**src/csfw_pkg.sv**
```systemverilog
`timescale 1ns / 1ps

package csfw_pkg;

   // command codes
   localparam logic [1:0] CMD_WAIT   = 2'd0;
   localparam logic [1:0] CMD_SIGNAL = 2'd1;
   localparam logic [1:0] CMD_CLOSE  = 2'd2;
   localparam logic [1:0] CMD_RSVD   = 2'd3;

   // result status codes
   localparam logic [2:0] ST_GRANTED   = 3'd0;
   localparam logic [2:0] ST_QUEUED    = 3'd1;
   localparam logic [2:0] ST_REFUSED   = 3'd2;
   localparam logic [2:0] ST_RELEASED  = 3'd3;
   localparam logic [2:0] ST_CLOSE_REL = 3'd4;
   localparam logic [2:0] ST_DONE      = 3'd5;
   localparam logic [2:0] ST_FULL      = 3'd6;

   // sequencer to waiter queue controls
   typedef struct packed {
      logic clear;  // empty the queue
      logic push;   // append at tail
      logic pop;    // drop the head
      logic upd;    // rewrite the head's need
   } csfw_qctl_type;

endpackage

```
**src/csfw_queue.sv**
```systemverilog
`timescale 1ns / 1ps

module csfw_queue #(
   parameter int QUEUE_DEPTH = 16
) (
   input  logic                       clock,
   input  logic                       reset,
   input  csfw_pkg::csfw_qctl_type    ctl,
   input  logic [7:0]                 push_id,
   input  logic [15:0]                push_need,
   input  logic [15:0]                upd_need,
   output logic [7:0]                 rd_id,
   output logic [15:0]                rd_need,
   output logic                       full,
   output logic                       empty
);
   import csfw_pkg::*;

   localparam int PTR_W = (QUEUE_DEPTH > 1) ? $clog2(QUEUE_DEPTH) : 1;
   localparam int OCC_W = $clog2(QUEUE_DEPTH + 1);
   localparam logic [PTR_W-1:0] LAST_SLOT = PTR_W'(QUEUE_DEPTH - 1);
   localparam logic [OCC_W-1:0] OCC_MAX   = OCC_W'(QUEUE_DEPTH);

   logic [7:0]       id_mem   [QUEUE_DEPTH];
   logic [15:0]      need_mem [QUEUE_DEPTH];

   logic [PTR_W-1:0] head_ff, head_in;
   logic [PTR_W-1:0] tail_ff, tail_in;
   logic [OCC_W-1:0] occ_ff, occ_in;
   logic [7:0]       rd_id_ff;
   logic [15:0]      rd_need_ff;
   logic [PTR_W-1:0] need_waddr;
   logic [15:0]      need_wdata;

   function automatic logic [PTR_W-1:0] next_slot(input logic [PTR_W-1:0] p);
      return (p == LAST_SLOT) ? '0 : p + 1'b1;
   endfunction

   // pointer and fill count update
   always_comb begin
      head_in = head_ff;
      tail_in = tail_ff;
      occ_in  = occ_ff;
      if (ctl.clear) begin
         head_in = '0;
         tail_in = '0;
         occ_in  = '0;
      end else if (ctl.push) begin
         tail_in = next_slot(tail_ff);
         occ_in  = occ_ff + 1'b1;
      end else if (ctl.pop) begin
         head_in = next_slot(head_ff);
         occ_in  = occ_ff - 1'b1;
      end
   end

   always_ff @(posedge clock) begin
      if (reset) begin
         head_ff <= '0;
         tail_ff <= '0;
         occ_ff  <= '0;
      end else begin
         head_ff <= head_in;
         tail_ff <= tail_in;
         occ_ff  <= occ_in;
      end
   end

   // single write port: push at tail, need rewrite at head
   assign need_waddr = ctl.push ? tail_ff : head_ff;
   assign need_wdata = ctl.push ? push_need : upd_need;

   always_ff @(posedge clock) begin
      if (ctl.push && !ctl.clear) begin
         id_mem[tail_ff] <= push_id;
      end
      if ((ctl.push || ctl.upd) && !ctl.clear) begin
         need_mem[need_waddr] <= need_wdata;
      end
   end

   // registered read of the head entry
   always_ff @(posedge clock) begin
      rd_id_ff   <= id_mem[head_ff];
      rd_need_ff <= need_mem[head_ff];
   end

   assign rd_id   = rd_id_ff;
   assign rd_need = rd_need_ff;
   assign full    = (occ_ff == OCC_MAX);
   assign empty   = (occ_ff == '0);

`ifndef NO_ASSERTIONS
   a_no_push_full: assert property (@(posedge clock) disable iff (reset)
      (ctl.push && !ctl.clear) |-> !full)
      else $error("push into full waiter queue");
   a_no_pop_empty: assert property (@(posedge clock) disable iff (reset)
      (ctl.pop && !ctl.clear) |-> !empty)
      else $error("pop from empty waiter queue");
   a_empty_ptrs: assert property (@(posedge clock) disable iff (reset)
      empty |-> (head_ff == tail_ff))
      else $error("empty queue with head and tail apart");
`endif

endmodule

```
**src/counting_semaphore_fifo_waiters.sv**
```systemverilog
`timescale 1ns / 1ps
// Wait: S_WCMP compares, then the result word; a queued thread also passes S_WNEED.
// Signal/close: per waiter released from the queue head, head read, compare on the
// shared subtractor, result word; the done word then follows S_SHEAD on an empty close,
// S_SHEAD, S_SADD on a signal into an empty queue, S_SHEAD, S_SCMP, S_SREM otherwise.
// One command in flight; next accept in the cycle after its last word, plus stalls.
// Reset (synchronous, active high): count and initial_count zero, queue empty, open.
module counting_semaphore_fifo_waiters #(
   parameter int QUEUE_DEPTH = 16
) (
   input  logic        clock,
   input  logic        reset,
   input  logic        req_valid,
   output logic        req_ready,
   input  logic [1:0]  req_cmd,
   input  logic [7:0]  req_thread_id,
   input  logic [15:0] req_count,
   output logic        rsp_valid,
   input  logic        rsp_ready,
   output logic [7:0]  rsp_thread_id_out,
   output logic [2:0]  rsp_status,
   output logic        rsp_last,
   input  logic        csr_valid,
   output logic        csr_ready,
   input  logic [15:0] csr_initial_count
);
   import csfw_pkg::*;

   localparam logic [2:0] S_IDLE  = 3'd0;
   localparam logic [2:0] S_WCMP  = 3'd1;
   localparam logic [2:0] S_WNEED = 3'd2;
   localparam logic [2:0] S_SHEAD = 3'd3;
   localparam logic [2:0] S_SCMP  = 3'd4;
   localparam logic [2:0] S_SREM  = 3'd5;
   localparam logic [2:0] S_SADD  = 3'd6;
   localparam logic [2:0] S_OUT   = 3'd7;

   logic [2:0]    state_ff, state_in;
   logic [2:0]    ret_ff, ret_in;
   logic          closed_ff, closed_in;
   logic          close_ff, close_in;
   logic [15:0]   init_ff, init_in;
   logic [31:0]   avail_ff, avail_in;
   logic [7:0]    tid_ff, tid_in;
   logic [15:0]   n_ff, n_in;
   logic [7:0]    rsp_tid_ff, rsp_tid_in;
   logic [2:0]    rsp_st_ff, rsp_st_in;
   logic          rsp_last_ff, rsp_last_in;

   // result word staging
   logic          emit;
   logic [7:0]    emit_tid;
   logic [2:0]    emit_st;
   logic          emit_last;
   logic [2:0]    emit_ret;

   // shared add/subtract unit
   logic [31:0]   alu_a, alu_b;
   logic          alu_sub;
   logic [32:0]   alu_res;

   csfw_qctl_type qctl;
   logic [7:0]    q_rd_id;
   logic [15:0]   q_rd_need;
   logic          q_full, q_empty;

   csfw_queue #(
      .QUEUE_DEPTH (QUEUE_DEPTH)
   ) u_queue (
      .clock     (clock),
      .reset     (reset),
      .ctl       (qctl),
      .push_id   (tid_ff),
      .push_need (alu_res[15:0]),
      .upd_need  (alu_res[15:0]),
      .rd_id     (q_rd_id),
      .rd_need   (q_rd_need),
      .full      (q_full),
      .empty     (q_empty)
   );

   // operand select; res[32] is carry (no borrow on subtract)
   always_comb begin
      alu_sub = 1'b1;
      case (state_ff)
         S_WNEED: begin
            alu_a = {16'b0, n_ff};
            alu_b = avail_ff;
         end
         S_SCMP: begin
            alu_a = {16'b0, n_ff};
            alu_b = {16'b0, q_rd_need};
         end
         S_SREM: begin
            alu_a = {16'b0, q_rd_need};
            alu_b = {16'b0, n_ff};
         end
         S_SADD: begin
            alu_a   = avail_ff;
            alu_b   = {16'b0, n_ff};
            alu_sub = 1'b0;
         end
         default: begin
            alu_a = avail_ff;
            alu_b = {16'b0, n_ff};
         end
      endcase
   end

   assign alu_res = {1'b0, alu_a} + {1'b0, alu_b ^ {32{alu_sub}}} + {32'b0, alu_sub};

   assign req_ready = (state_ff == S_IDLE) && !csr_valid;
   assign csr_ready = (state_ff == S_IDLE);

   // sequencer
   always_comb begin
      state_in  = state_ff;
      ret_in    = ret_ff;
      closed_in = closed_ff;
      close_in  = close_ff;
      init_in   = init_ff;
      avail_in  = avail_ff;
      tid_in    = tid_ff;
      n_in      = n_ff;
      qctl      = '0;
      emit      = 1'b0;
      emit_tid  = 8'd0;
      emit_st   = ST_DONE;
      emit_last = 1'b1;
      emit_ret  = S_IDLE;

      case (state_ff)
         S_IDLE: begin
            if (csr_valid) begin
               init_in    = csr_initial_count;
               avail_in   = {16'b0, csr_initial_count};
               closed_in  = 1'b0;
               qctl.clear = 1'b1;
            end else if (req_valid) begin
               tid_in   = req_thread_id;
               n_in     = req_count;
               close_in = (req_cmd == CMD_CLOSE);
               if (req_cmd == CMD_RSVD) begin
                  state_in = S_IDLE;
               end else if (closed_ff) begin
                  emit     = 1'b1;
                  emit_tid = (req_cmd == CMD_WAIT) ? req_thread_id : 8'd0;
                  emit_st  = ST_REFUSED;
               end else begin
                  case (req_cmd)
                     CMD_WAIT:   state_in = S_WCMP;
                     CMD_SIGNAL: state_in = S_SHEAD;
                     default: begin
                        closed_in = 1'b1;
                        state_in  = S_SHEAD;
                     end
                  endcase
               end
            end
         end
         S_WCMP: begin
            if (alu_res[32]) begin
               avail_in = alu_res[31:0];
               emit     = 1'b1;
               emit_tid = tid_ff;
               emit_st  = ST_GRANTED;
            end else if (q_full) begin
               emit     = 1'b1;
               emit_tid = tid_ff;
               emit_st  = ST_FULL;
            end else begin
               state_in = S_WNEED;
            end
         end
         S_WNEED: begin
            qctl.push = 1'b1;
            avail_in  = 32'd0;
            emit      = 1'b1;
            emit_tid  = tid_ff;
            emit_st   = ST_QUEUED;
         end
         S_SHEAD: begin
            if (!q_empty) begin
               state_in = S_SCMP;
            end else if (close_ff) begin
               emit = 1'b1;
            end else begin
               state_in = S_SADD;
            end
         end
         S_SCMP: begin
            if (close_ff) begin
               qctl.pop  = 1'b1;
               emit      = 1'b1;
               emit_tid  = q_rd_id;
               emit_st   = ST_CLOSE_REL;
               emit_last = 1'b0;
               emit_ret  = S_SHEAD;
            end else if (alu_res[32]) begin
               n_in      = alu_res[15:0];
               qctl.pop  = 1'b1;
               emit      = 1'b1;
               emit_tid  = q_rd_id;
               emit_st   = ST_RELEASED;
               emit_last = 1'b0;
               emit_ret  = S_SHEAD;
            end else begin
               state_in = S_SREM;
            end
         end
         S_SREM: begin
            qctl.upd = 1'b1;
            emit     = 1'b1;
         end
         S_SADD: begin
            avail_in = alu_res[32] ? 32'hFFFF_FFFF : alu_res[31:0];
            emit     = 1'b1;
         end
         S_OUT: begin
            if (rsp_ready) begin
               state_in = ret_ff;
            end
         end
         default: begin
            state_in = S_IDLE;
         end
      endcase

      if (emit) begin
         state_in = S_OUT;
         ret_in   = emit_ret;
      end
   end

   // result word register
   assign rsp_tid_in  = emit ? emit_tid  : rsp_tid_ff;
   assign rsp_st_in   = emit ? emit_st   : rsp_st_ff;
   assign rsp_last_in = emit ? emit_last : rsp_last_ff;

   always_ff @(posedge clock) begin
      if (reset) begin
         state_ff  <= S_IDLE;
         ret_ff    <= S_IDLE;
         closed_ff <= 1'b0;
         close_ff  <= 1'b0;
         init_ff   <= 16'd0;
         avail_ff  <= 32'd0;
      end else begin
         state_ff  <= state_in;
         ret_ff    <= ret_in;
         closed_ff <= closed_in;
         close_ff  <= close_in;
         init_ff   <= init_in;
         avail_ff  <= avail_in;
      end
   end

   always_ff @(posedge clock) begin
      tid_ff      <= tid_in;
      n_ff        <= n_in;
      rsp_tid_ff  <= rsp_tid_in;
      rsp_st_ff   <= rsp_st_in;
      rsp_last_ff <= rsp_last_in;
   end

   assign rsp_valid         = (state_ff == S_OUT);
   assign rsp_thread_id_out = rsp_tid_ff;
   assign rsp_status        = rsp_st_ff;
   assign rsp_last          = rsp_last_ff;

`ifndef NO_ASSERTIONS
   a_one_side: assert property (@(posedge clock) disable iff (reset)
      !(req_ready && rsp_valid))
      else $error("input taken while a result word is pending");
   a_more_follows: assert property (@(posedge clock) disable iff (reset)
      (rsp_valid && rsp_ready && !rsp_last) |=> !req_ready)
      else $error("idle before the last result word");
   a_closed_no_push: assert property (@(posedge clock) disable iff (reset)
      closed_ff |-> !qctl.push)
      else $error("waiter queued after close");
   a_init_track: assert property (@(posedge clock) disable iff (reset)
      (csr_valid && csr_ready) |=> (avail_ff == {16'b0, init_ff}) && !closed_ff)
      else $error("restart did not load the initial count");
`endif

endmodule
```
**config.mk**
```make
export PLATFORM = sky130hd
export DESIGN_NAME = counting_semaphore_fifo_waiters
export DESIGN_NICKNAME = d
export VERILOG_FILES = /design/src/csfw_pkg.sv /design/src/csfw_queue.sv /design/src/counting_semaphore_fifo_waiters.sv
export SDC_FILE = /design/constraint.sdc
export NUM_CORES = 1
export LEC_CHECK = 0
export BUFFER_PORTS_ARGS = -buffer_cell sky130_fd_sc_hd__buf_2
export CORE_ASPECT_RATIO = 0.75
export CORE_MARGIN = 1
export CORE_UTILIZATION = 35
export DETAILED_ROUTE_END_ITERATION = 10
export PLACE_DENSITY = 0.6
export SYNTH_ARGS = -nofsm -noshare
export SYNTH_HDL_FRONTEND = slang
export SYNTH_HIERARCHICAL = 1
export SYNTH_SLANG_ARGS = --single-unit
```
**constraint.sdc**
```tcl
create_clock -name clock -period 12.6 [get_ports clock]
set_clock_uncertainty 0.15 [all_clocks]
set_input_delay 0.63 -clock clock [delete_from_list [all_inputs] [get_ports clock]]
set_output_delay 0.63 -clock clock [all_outputs]
set_load 0.01 [all_outputs]
```
-- Word level (Yosys, flattened, before mapping)
Memory sizes are Yosys's and may differ from the RTL's. A register that Yosys moved wholly into a read port is not among the register bits.
Cells that the tools add are included.
- register bits: 89
- memory bits (writable): 384
- output and inout bits: 15
- word-level logic and storage cells: 157
- memories: 2
- memories (name ; words ; bits a word ; rd ports ; clocked after memory_dff ; wr ports ; RTL line ; source):
    u_queue.need_mem ; 16 ; 16 ; 1 ; 1 ; 1 ; csfw_queue.sv:25 ; logic [15:0] need_mem [QUEUE_DEPTH];
    u_queue.id_mem ; 16 ; 8 ; 1 ; 1 ; 1 ; csfw_queue.sv:24 ; logic [7:0] id_mem [QUEUE_DEPTH];
- add/sub/neg operators: 6
- equality and inequality tests: 29
- muxes and demuxes: 80
- bitwise gates (word level): 3
- reductions and logical operators: 24
- operator list (cell ; count):
    32-bit one-hot mux with 2 select lines ; 2
    32-bit one-hot mux with 4 select lines ; 1
    32-bit 2-to-1 mux ; 3
    8-bit 2-to-1 mux ; 9
    16-bit 2-to-1 mux ; 4
    3-bit 2-to-1 mux ; 19
    32-bit by 32-bit adder with 33-bit output ; 1
    33-bit by 1-bit adder with 33-bit output ; 1
    16-bit one-hot mux with 2 select lines ; 1
    8-bit one-hot mux with 4 select lines ; 1
    32-bit XOR ; 1
    1-bit 2-to-1 mux ; 27
    3-bit one-hot mux with 5 select lines ; 1
    2-bit != test (second input constant) ; 7
    3-bit == test (second input constant) ; 4
    4-bit 2-to-1 mux ; 3
    3-bit != test (second input constant) ; 4
    3-bit one-hot mux with 4 select lines ; 1
    2-bit 2-to-1 mux ; 5
    5-bit 2-to-1 mux ; 2
    10-bit AND reduction ; 1
    3-bit AND reduction ; 3
    4-bit by 1-bit adder with 4-bit output (second input constant) ; 2
    4-bit == test (second input constant) ; 2
    other kinds (26) ; 37

-- Logic depth before layout (Yosys ltp)
Gate-level depths: netlist of run 1.
- word-level depth: 10
- mapped depth: 20
- depth with buffers taken out: 17

-- Modules after synthesis
The synthesis of run 1 kept the hierarchy.
- by module, submodules not included (module ; times used ; cells an instance ; area an instance (µm²) ; seq. area each (µm²)):
    csfw_queue ; 1 ; 755 ; 16100.4 ; 12271.8
    counting_semaphore_fifo_waiters ; 1 ; 835 ; 6495.0 ; 1841.8

-- Least setup slack after synthesis of run 1
Ideal clock, no wire load.
- path type: register to register
- from: reg state_ff[2]
- to: reg u_queue.head_ff[3]
- setup time: 0.071 ns
- arrival time: 4.243 ns
- slack: 8.137 ns
- cell stages (with the launch flop): 20
- buffers on the path: 3
- path through: dfxtp_1 clkbuf_1 nor2b_1 or2_2 clkbuf_1 nor2_1 a221oi_1 fa_1 a21oi_1 o211ai_1 a21o_1 and3_4 o211ai_4 and2_1 a21oi_1 buf_2 nor2b_1 nand2_1 or3_1 a21oi_1
- word-level cells in the longest chain between the ends: 9
- elaborated cells on any way between the ends: 20
- those cells by class: add/sub (2); eq/ne (4); mux (8); bitwise (2); reduce/logical (4)
- ends and longest elaborated chain (element ; RTL line ; source):
    start, declared ; counting_semaphore_fifo_waiters.sv:38 ; logic [2:0] state_ff, state_in;
    start signal, assigned ; counting_semaphore_fifo_waiters.sv:249 ; state_ff <= state_in;
    3-bit == test, or another cell as far along ; counting_semaphore_fifo_waiters.sv:85, counting_semaphore_fifo_waiters.sv:132 ;
    2-bit OR reduction (no line), or another cell as far along ; - ;
    32-bit one-hot mux with 2 select lines or 32-bit XOR (tied branches) ; counting_semaphore_fifo_waiters.sv:85, counting_semaphore_fifo_waiters.sv:110 ;
    32-bit by 32-bit adder with 33-bit output ; counting_semaphore_fifo_waiters.sv:110 ; assign alu_res = {1'b0, alu_a} + {1'b0, alu_b ^ {32{alu_sub}}} + {32'b0, alu_sub};
    33-bit by 1-bit adder with 33-bit output ; counting_semaphore_fifo_waiters.sv:110 ;
    1-bit 2-to-1 mux ; counting_semaphore_fifo_waiters.sv:199 ; end else if (alu_res[32]) begin
    1-bit 2-to-1 mux ; counting_semaphore_fifo_waiters.sv:192 ; if (close_ff) begin
    1-bit 2-to-1 mux ; counting_semaphore_fifo_waiters.sv:132 ; case (state_ff)
    2-bit AND reduction (no line) ; - ;
    end signal, assigned ; csfw_queue.sv:63 ; head_ff <= head_in;
    end, declared ; csfw_queue.sv:27 ; logic [PTR_W-1:0] head_ff, head_in;
Several ways; a longest one is shown, not always the timed one.
A chain may end at the register's enable or synchronous reset.

-- Worst setup path in the final report of run 1
- from: reg state_ff[2]
- to: reg n_ff[8], enable pin
- word-level cells in the longest chain between the ends: 7
- elaborated cells on any way between the ends: 18
- those cells by class: add/sub (2); eq/ne (8); mux (3); bitwise (1); reduce/logical (4)
- ends and longest elaborated chain (element ; RTL line ; source):
    3-bit == test, or another cell as far along ; counting_semaphore_fifo_waiters.sv:85, counting_semaphore_fifo_waiters.sv:132 ;
    2-bit OR reduction (no line), or another cell as far along ; - ;
    32-bit one-hot mux with 2 select lines or 32-bit XOR (tied branches) ; counting_semaphore_fifo_waiters.sv:85, counting_semaphore_fifo_waiters.sv:110 ;
    32-bit by 32-bit adder with 33-bit output ; counting_semaphore_fifo_waiters.sv:110 ;
    33-bit by 1-bit adder with 33-bit output ; counting_semaphore_fifo_waiters.sv:110 ;
    2-bit != test (no line) ; - ;
    5-bit AND reduction (no line) * ; - ;
    end signal, assigned ; counting_semaphore_fifo_waiters.sv:260 ; n_ff <= n_in;
    end, declared ; counting_semaphore_fifo_waiters.sv:45 ; logic [15:0] n_ff, n_in;
Every way passes the cells marked *; elsewhere a longest branch is shown, timed or not.

==> results.yml, run 1 <==
yosys:
  syn_inst: 1590
  async_flop_share: 0
  synth_edf_count: 420
  netlist_area_um2: 22600
  synthesis.nets: 1682
  avgSynthCellArea_um2: 14.2
  synth_ff_type: "edfxtp_1"
  synth-seq-cells: 495
  synthMostInstantiatedCell: "edfxtp_1"
  synth_top_area_cell: "edfxtp_1"
  synth_top_area_share: 0.558
  synthTopCellsByArea: "edfxtp_1, mux4_2, dfxtp_1"
  synthTopCellsByCount: "edfxtp_1, nor2_1, a21oi_1, nand2_1, mux4_2"
  ys_seq_area_frac: 0.625
  ys_types: 72
  ys_warn_count: 6
placement:
  portBuffers: 61
  dp_slack_ns: 6.46
  gp_congestion: 0.930
  post-dp-hpwl_um: 35600
  dp_cells: 2445
drt:
  num_vias: 14000
  firstDrtPassIters: 5
  viasPerCell: 5.53
  drt-total-wl_um: 54800
  wl_per_cell_um: 21.7
  drtAntennaViolNets: 0
  drc_errors: 0
  drt_iter0_drc: 1290
layout:
  instances_no_fill: 2531
  postLayoutCoreUtil: 0.396
  post_route_cells_drive_above_1_share: 0.187
  diodes: 0
  fillers: 5925
  nNetsFinal: 1724
  area_delta_synth_final_pct: 11.7
clocking:
  ctsHoldBuffers: 0
  cts_tree: "done"
  worstSkewPairLatency_ns: 0.56
  post_cts_buffers: 0
  clk_pin_slew_ns: 0.06
  h-tree-depth: 2
  cts_max_path_buffers: 3
  cts_sinks: 495
  cts-root-buf: "clkbuf_16"
  cts_buffers: 46
  ctsResizeCount: 0
worst_setup_path:
  worstPathArrival_ns: 6.19
  crit_start: "state_ff[2]"
  reg2reg_from: "state_ff[2]"
  crit_path_end_kind: "flip-flop"
  crit_required_ns: 12.64
  worstSetupStartpointType: "flip-flop"
  setup.worst_path.class: "reg2reg"
  critPathMaxFanout: 68
sta:
  timing.slew.headroom: 0.137
  period_share: 0.488
  final_hold_viol_count: 0
  rsz0062_at_grt: "no"
  fmax_ghz: 0.163
  min_period_ns: 6.15
  tightest_slew_ns: 1.29
  slew_viol_final: 0
  setup_viol: 0
  setup_ws_ns: 6.45
  tns_ns: 0
worst_hold_path:
  worstHoldStart: "req_thread_id[5]"
  hold_path_class: "in2reg"
floorplanning:
  die_x_um: 295
  core_um2: 63700
  initial_core_util: 0.355
  die_h_um: 222
  num_rows: 80
  die_area_um2: 65600
  design.portCount: 62
run_status:
  outcome: "finished clean"
grt:
  grt_max_degree: 70
  overflow: 0
  grt_pass1_vias: 13500
  grtUsageTotal: 0.167
  antenna_found_initial: 0
  grt_pass1_wl_um: 83700
run:
  cap_violations: 0
-- layer usage --
metal | vias to the layer above | part of all wire | track usage
met3 | 61 | 0.069 | 0.0289
met2 | 477 | 0.44 | 0.246
met1 | 7133 | 0.48 | 0.258
li1 | 6321 | - | -
met5 | - | 0 | 0
met4 | 0 | 0.014 | 0.0311
-- final cells by class --
cell class / instances / area [um2] / share of cell area
flip-flops and latches: 495 / 14100 / 0.560
multi-input cells: 964 / 7880 / 0.312
clock buffers: 63 / 1320 / 0.0523
well taps: 861 / 1080 / 0.0427
repair buffers: 91 / 531 / 0.0210
clock inverters: 23 / 178 / 0.00704
inverters: 34 / 128 / 0.00506
-- final timing paths --
check / end / slack (ns) / cells after the start
max reg2reg: n_ff[8] / 6.45 / 14
max: n_ff[8] / 6.45 / 14
min: tid_ff[5] / 0.12 / 1
min reg2reg: avail_ff[28] / 0.30 / 2
-- worst max-delay path, stage by stage (launching register included) --
cell and delay [ns]:
dfxtp_2 0.71, buf_4 0.61, nor2b_1 0.49, or2_2 0.57, nor2_1 0.09, a221oi_1 0.43, fa_1 0.30, a21oi_1 0.14
o211ai_1 0.28, a21o_1 0.25, and3_4 0.25, o211ai_4 0.11, and2_1 0.23, nor3_1 0.24, o22a_1 0.87
-- cell usage in the layout, fill, tap and decap left out, types with 7 or more instances in the layout --
cell / synthesis / final
a211oi_1: 21 / 21
a211oi_2: 11 / 11
a21o_1: 36 / 36
a21oi_1: 99 / 99
a221o_1: 24 / 24
a221oi_1: 25 / 25
a22o_1: 33 / 33
and2_1: 39 / 39
buf_2: 16 / 61
buf_4: 3 / 30
clkbuf_1: 60 / 10
clkbuf_16: 0 / 49
clkinv_1: 0 / 7
dfxtp_1: 75 / 70
edfxtp_1: 420 / 420
ha_1: 43 / 43
inv_1: 34 / 34
mux2_2: 27 / 27
mux4_2: 93 / 93
nand2_1: 96 / 96
nand2b_1: 17 / 17
nand3_1: 11 / 11
nor2_1: 136 / 133
nor2b_1: 10 / 9
nor3_1: 14 / 14
o211ai_1: 7 / 7
o21ai_0: 84 / 84
o21bai_1: 8 / 8
xnor2_1: 13 / 13
xor2_1: 14 / 14
-- sequential cells by signal, summed over array words and instances, names as in the netlist, 3 cells and up --
signal,cells
u_queue/head_ff,4
tid_ff,8
state_ff,3
n_ff,16
rsp_thread_id_out,8
u_queue/rd_id,8
u_queue/occ_ff,5
u_queue/rd_need,16
avail_ff,32
rsp_status,3
u_queue/tail_ff,4
u_queue/need_mem,256
u_queue/id_mem,128
-- cells by family (layout without fill, tap and decap cells) --
| kind of cell | Yosys count | count (layout) | share of synthesized area |
|---|---|---|---|
| xor gates and xnor gates | 27 | 27 | 0.0105 |
| DFF | 495 | 495 | 0.625 |
| AOI/OAI and AO/OA | 401 | 401 | 0.125 |
| muxes | 129 | 129 | 0.112 |
| adders and majority gates | 45 | 45 | 0.0256 |
| buffers and inverters | 131 | 211 | 0.0280 |
| and+or+nand+nor | 362 | 362 | 0.0745 |
-- metrics by stage --
stage	instance area [um2]	hold slack, ns
after floorplan	22600	0.273
after global placement	23700	0.284
after detailed placement	23700	0.295
after CTS	25200	0.0913
after global routing	25200	0.0956
final	25200	0.119
Power of run 1 is not shown: default switching activity piles up to over one toggle a cycle in this logic, so the estimate is an artifact.
==> run 2: changes to the inputs <==
--- a/config.mk
+++ b/config.mk
@@ -5,12 +5,13 @@
 export SDC_FILE = /design/constraint.sdc
 export NUM_CORES = 1
 export LEC_CHECK = 0
+export ABC_AREA = 1
 export BUFFER_PORTS_ARGS = -buffer_cell sky130_fd_sc_hd__buf_2
 export CORE_ASPECT_RATIO = 0.75
 export CORE_MARGIN = 1
 export CORE_UTILIZATION = 35
 export DETAILED_ROUTE_END_ITERATION = 10
-export PLACE_DENSITY = 0.6
+export PLACE_DENSITY = 0.61
 export SYNTH_ARGS = -nofsm -noshare
 export SYNTH_HDL_FRONTEND = slang
 export SYNTH_HIERARCHICAL = 1
==> constraint.sdc (replaced) <==
create_clock -name clock -period 4.95 [get_ports clock]
set_clock_uncertainty 0.15 [all_clocks]
set_input_delay 0.2475 -clock clock [delete_from_list [all_inputs] [get_ports clock]]
set_output_delay 0.2475 -clock clock [all_outputs]
set_load 0.01 [all_outputs]
==> results.yml, run 2 <==
layout:
  post_route_cells_drive_above_1_share: 0.0855
  diodes: 0
  largest-register: "u_queue/need_mem"
  final_cell_mix: "nand2_1, inv_1, edfxtp_1"
  fillers: 6767
  largestRegisters: "u_queue/need_mem: 256 flops, u_queue/id_mem: 128 flops, avail_ff: 32 flops"
  ff_latch_area_um2: 14100
  largest_reg_flops: 256
  multiInputGateArea_um2: 8040
  layout_commonest_cell: "nand2_1"
  nNetsFinal: 2968
  area_delta_synth_final_pct: 12.8
drt:
  num_vias: 18300
  viasPerCell: 4.75
  drt-total-wl_um: 63500
  drc_errors: 0
  wl_per_cell_um: 16.5
  drt_iter0_drc: 1862
  firstDrtPassIters: 7
  drtAntennaViolNets: 0
yosys:
  ys_types: 48
  async_flop_share: 0
  syn_inst: 2792
  synthTopCellsByCount: "nand2_1, inv_1, edfxtp_1, nand3_1, nor2_1"
  synth_top_area_share: 0.514
  synth_ff_type: "edfxtp_1"
  synthTopCellsByArea: "edfxtp_1, nand2_1, inv_1"
  synth_edf_count: 420
  synth-seq-cells: 495
  synthesis.nets: 2884
  netlist_area_um2: 24500
  synthMostInstantiatedCell: "nand2_1"
  synth_top_area_cell: "edfxtp_1"
  avgSynthCellArea_um2: 8.79
  ys_warn_count: 6
  ys_seq_area_frac: 0.575
placement:
  post-dp-hpwl_um: 40700
  portBuffers: 61
  gp_congestion: 0.970
floorplanning:
  die_h_um: 231
  die_area_um2: 71200
  core_um2: 68900
  initial_core_util: 0.356
  num_rows: 83
  die_x_um: 308
  design.portCount: 62
worst_setup_path:
  cp_num_buf_inv: 4
  crit_top_cell: "nand2_1"
  worstPathArrival_ns: 4.82
  worstSetupStartpointType: "flip-flop"
  critPathMaxFanout: 14
  setup.worst_path.class: "reg2reg"
  crit_chain: "nand2_4, nand2_4, clkinvlp_4, a221oi_1, xor2_1, fa_1, nand3_1, nand2_1, nand2_1, nand2_1, a21oi_2, o21ai_2, nand2_1, nand2_1, o21ai_2, clkinvlp_4, nor2_1, inv_1, nor2_1, nor2_1, nand2_1, inv_1"
  cpLargestDelayFamily: "simple AND/OR/NAND/NOR gates"
  cpMaxStageDelayCell: "dfxtp_1"
  crit_required_ns: 5.28
  slowest_delay_ns: 0.57
  crit_path_end_kind: "flip-flop"
grt:
  overflow: 0
  grt_pass1_wl_um: 99100
  grt_pass1_vias: 16900
  antenna_found_initial: 0
  grtUsageTotal: 0.178
  grt_max_degree: 194
sta:
  min_period_ns: 4.49
  fmax_ghz: 0.223
  tns_ns: 0
  tightest_slew_ns: 1.18
  period_share: 0.906
  timing.slew.headroom: 0.213
  slew_viol_final: 0
  rsz0062_at_grt: "no"
  final_hold_viol_count: 0
  setup_viol: 0
clocking:
  cts_max_path_buffers: 3
  cts_tree: "done"
  cts_sinks: 495
  h-tree-depth: 2
  cts_buffers: 46
  clk_pin_slew_ns: 0.07
  worstSkewPairLatency_ns: 0.58
  cts-root-buf: "clkbuf_16"
run:
  cap_violations: 0
worst_hold_path:
  hold_path_class: "in2reg"
run_status:
  outcome: "finished clean"
-- run 2: cell types whose count changed after synthesis, sizes merged, moves of 24 or more --
cell | before | now
nand2 | 96 | 908
inv | 34 | 480
nand3 | 11 | 295
mux4 | 96 | 0
buf | 37 | 81
and2 | 39 | 0
clkbuf | 60 | 27
a21o | 36 | 5
a22o | 33 | 3
a211oi | 32 | 3
mux2 | 27 | 0
o21ai | 85 | 112
a221o | 24 | 0
-- run 2: worst paths after layout --
kind,startpoint,endpoint,slack (ns),cells after the start
worst max register to register,state_ff[2],u_queue/occ_ff[3],0.46,22
worst min register to register,avail_ff[30],avail_ff[30],0.33,2
worst max-delay path,state_ff[2],u_queue/occ_ff[3],0.46,22
worst min-delay path,req_cmd[0],close_ff,0.09,5
-- run 2: per-layer routing --
layer | vias to the layer above | GRT usage | routed length [um]
met5 | - | 0 | 0
met4 | 0 | 0.0326 | 860
met3 | 73 | 0.0340 | 4430
met2 | 564 | 0.270 | 27300
met1 | 8510 | 0.264 | 30900
li1 | 9138 | - | -
-- run 2: repair_timing --
action | CTS | global route
endpoints found under the hold margin | 69 | 0
resized for setup | 0 | 2
endpoints found under the setup margin | 0 | 8
buffers inserted | 0 | 1
hold buffers | 45 | 0
-- run 2: kinds of logic after synthesis --
family	Yosys count	share of synthesized area
buffers and inverters	591	0.0989
flip-flops	495	0.575
adder cells (fa/ha/maj)	45	0.0236
AO/OA/AOI/OAI	259	0.0598
XOR/XNOR	32	0.0120
AND/OR/NAND/NOR	1370	0.231
-- run 2: area by class of cell --
type,instances,share of cell area
Sequential cell,495,0.510
Multi-Input combinational cell,1706,0.291
Inverter,483,0.0661
Clock buffer,59,0.0460
Tap cell,935,0.0423
Timing Repair Buffer,144,0.0385
Clock inverter,26,0.00637
-- run 2: worst register-to-register path, cell delays in order (launching register included) --
cell	delay (ns)
dfxtp_1	0.57
nand2_4	0.12
nand2_4	0.15
clkinvlp_4	0.30
a221oi_1	0.37
xor2_1	0.16
fa_1	0.46
nand3_1	0.09
nand2_1	0.11
nand2_1	0.08
nand2_1	0.11
a21oi_2	0.22
o21ai_2	0.15
nand2_1	0.13
nand2_1	0.16
o21ai_2	0.30
clkinvlp_4	0.21
nor2_1	0.14
inv_1	0.12
nor2_1	0.12
nor2_1	0.05
nand2_1	0.06
inv_1	0.04
-- run 2: per-stage QoR --
stage	area [um2]	hold WS, ns	worst slack [ns]	instances	util
3_3_place_gp	25800	0.299	0.483	3717	0.374
5_1_grt	27700	0.122	0.167	3848	0.402
4_1_cts	27700	0.0673	0.290	3847	0.402
2_1_floorplan	24500	0.196	0.763	2792	-
6_report	27700	0.0869	0.464	3848	0.402
3_5_place_dp	25800	0.294	0.319	3717	0.374
Power of run 2 is left out for the same reason.
==> run 3: changes to the inputs <==
--- a/config.mk
+++ b/config.mk
@@ -5,13 +5,12 @@
 export SDC_FILE = /design/constraint.sdc
 export NUM_CORES = 1
 export LEC_CHECK = 0
-export ABC_AREA = 1
 export BUFFER_PORTS_ARGS = -buffer_cell sky130_fd_sc_hd__buf_2
 export CORE_ASPECT_RATIO = 0.75
 export CORE_MARGIN = 1
 export CORE_UTILIZATION = 35
 export DETAILED_ROUTE_END_ITERATION = 10
-export PLACE_DENSITY = 0.61
+export PLACE_DENSITY = 0.62
 export SYNTH_ARGS = -nofsm -noshare
 export SYNTH_HDL_FRONTEND = slang
 export SYNTH_HIERARCHICAL = 1
==> results.yml, run 3 (synthesis gave the netlist of run 1 again) <==
floorplanning:
  die_x_um: 295
  num_rows: 80
  die_h_um: 222
  design.portCount: 62
  core_um2: 63700
  initial_core_util: 0.355
  die_area_um2: 65600
drt:
  viasPerCell: 5.49
  wl_per_cell_um: 21.4
  num_vias: 14200
  firstDrtPassIters: 8
  drt_iter0_drc: 1497
  drtAntennaViolNets: 0
  drt-total-wl_um: 55300
  drc_errors: 0
layout:
  diodes: 0
  largest_reg_flops: 256
  stdcell_area_um2: 25900
  largestRegisters: "u_queue/need_mem: 256 flops, u_queue/id_mem: 128 flops, avail_ff: 32 flops"
  nNetsFinal: 1778
  post_route_cells_drive_above_1_share: 0.195
  ff_latch_area_um2: 14100
  instances_no_fill: 2584
  layout_commonest_cell: "edfxtp_1"
  multiInputGateArea_um2: 7890
  largest-register: "u_queue/need_mem"
  final_cell_mix: "edfxtp_1, nor2_1, a21oi_1"
  fillers: 5897
  area_delta_synth_final_pct: 14.5
clocking:
  cts_buffers: 45
  worstSkewPairLatency_ns: 0.57
  post_cts_buffers: 0
  cts-root-buf: "clkbuf_16"
  h-tree-depth: 2
  cts_tree: "done"
  cts_max_path_buffers: 3
  cts_sinks: 495
  clk_pin_slew_ns: 0.08
sta:
  period_share: 0.942
  setup_ws_ns: 0.289
  rsz0062_at_grt: "no"
  timing.slew.headroom: 0.371
  fmax_ghz: 0.215
  final_hold_viol_count: 0
  slew_viol_final: 0
  tns_ns: 0
  min_period_ns: 4.66
  setup_viol: 0
  tightest_slew_ns: 0.944
run:
  cap_violations: 0
placement:
  portBuffers: 61
  dp_cells: 2458
  post-dp-hpwl_um: 35500
  place_area_um2: 23900
  dp_slack_ns: 0.210
  gp_congestion: 0.909
worst_setup_path:
  critPathMaxFanout: 26
  crit_required_ns: 5.01
  worstSetupStartpointType: "flip-flop"
  crit_path_end_kind: "flip-flop"
  worstPathArrival_ns: 4.73
  setup.worst_path.class: "reg2reg"
run_status:
  outcome: "finished clean"
grt:
  grt_pass1_wl_um: 84300
  grt_max_degree: 59
  grtUsageTotal: 0.168
  antenna_found_initial: 0
  overflow: 0
  grt_pass1_vias: 13900
worst_hold_path:
  hold_path_class: "in2reg"
[run 3: cell count changes in the layout (fill, tap and decap cells not counted), moves of 27 or more]
cell	change
a22o_1	+30
nand3_1	-279
mux4_2	+93
mux2_2	+27
nand2_1	-799
inv_1	-418
and2_1	+39
a21o_1	+31
[run 3: final timing paths]
check        slack (ns)  depth (start not counted)              endpoint    startpoint
max                0.29                         14  rsp_thread_id_out[6]   state_ff[1]
min                0.02                          5             closed_ff    req_cmd[0]
max reg2reg        0.29                         14  rsp_thread_id_out[6]   state_ff[1]
min reg2reg        0.29                          2          avail_ff[28]  avail_ff[28]
[run 3: final cells by class]
| cell class | count | area share |
|---|---|---|
| inverters | 34 | 0.00493 |
| multi-input cells | 964 | 0.305 |
| clock buffers | 52 | 0.0457 |
| repair buffers | 146 | 0.0426 |
| clock inverters | 32 | 0.0140 |
| flip-flops and latches | 495 | 0.546 |
| well taps | 861 | 0.0417 |
[run 3: per-stage QoR]
stage / util / hold WS (ns)
2_1_floorplan: - / 0.196
3_3_place_gp: 0.375 / 0.282
3_5_place_dp: 0.375 / 0.285
4_1_cts: 0.406 / 0.0115
5_1_grt: 0.406 / 0.0256
6_report: 0.406 / 0.0232
[run 3: timing repair]
action                                  in CTS  in global routing
endpoints found under the setup margin       0                 22
hold endpoints to repair                    50                  0
gates resized for setup                      0                  6
hold buffers                                42                  0
[run 3: worst max-delay path, cell delays in order (launching register included)]
cell	delay, ns
dfxtp_2	0.34
buf_6	0.18
nor4bb_1	0.27
o21ai_0	0.17
o211ai_1	0.27
inv_1	0.12
fa_1	0.42
a21oi_1	0.37
o211ai_1	0.23
a21o_1	0.25
and3_4	0.21
o211ai_4	0.25
nand2_1	0.23
a2111oi_4	0.47
inv_1	0.37
[run 3: layer usage]
| metal | up-vias | GRT usage | wire [um] |
|---|---|---|---|
| met4 | 0 | 0.0338 | 930 |
| li1 | 6418 | - | - |
| met2 | 485 | 0.247 | 24100 |
| met5 | - | 0 | 0 |
| met3 | 64 | 0.0270 | 3610 |
| met1 | 7221 | 0.260 | 26600 |
Power of run 3 is left out for the same reason.
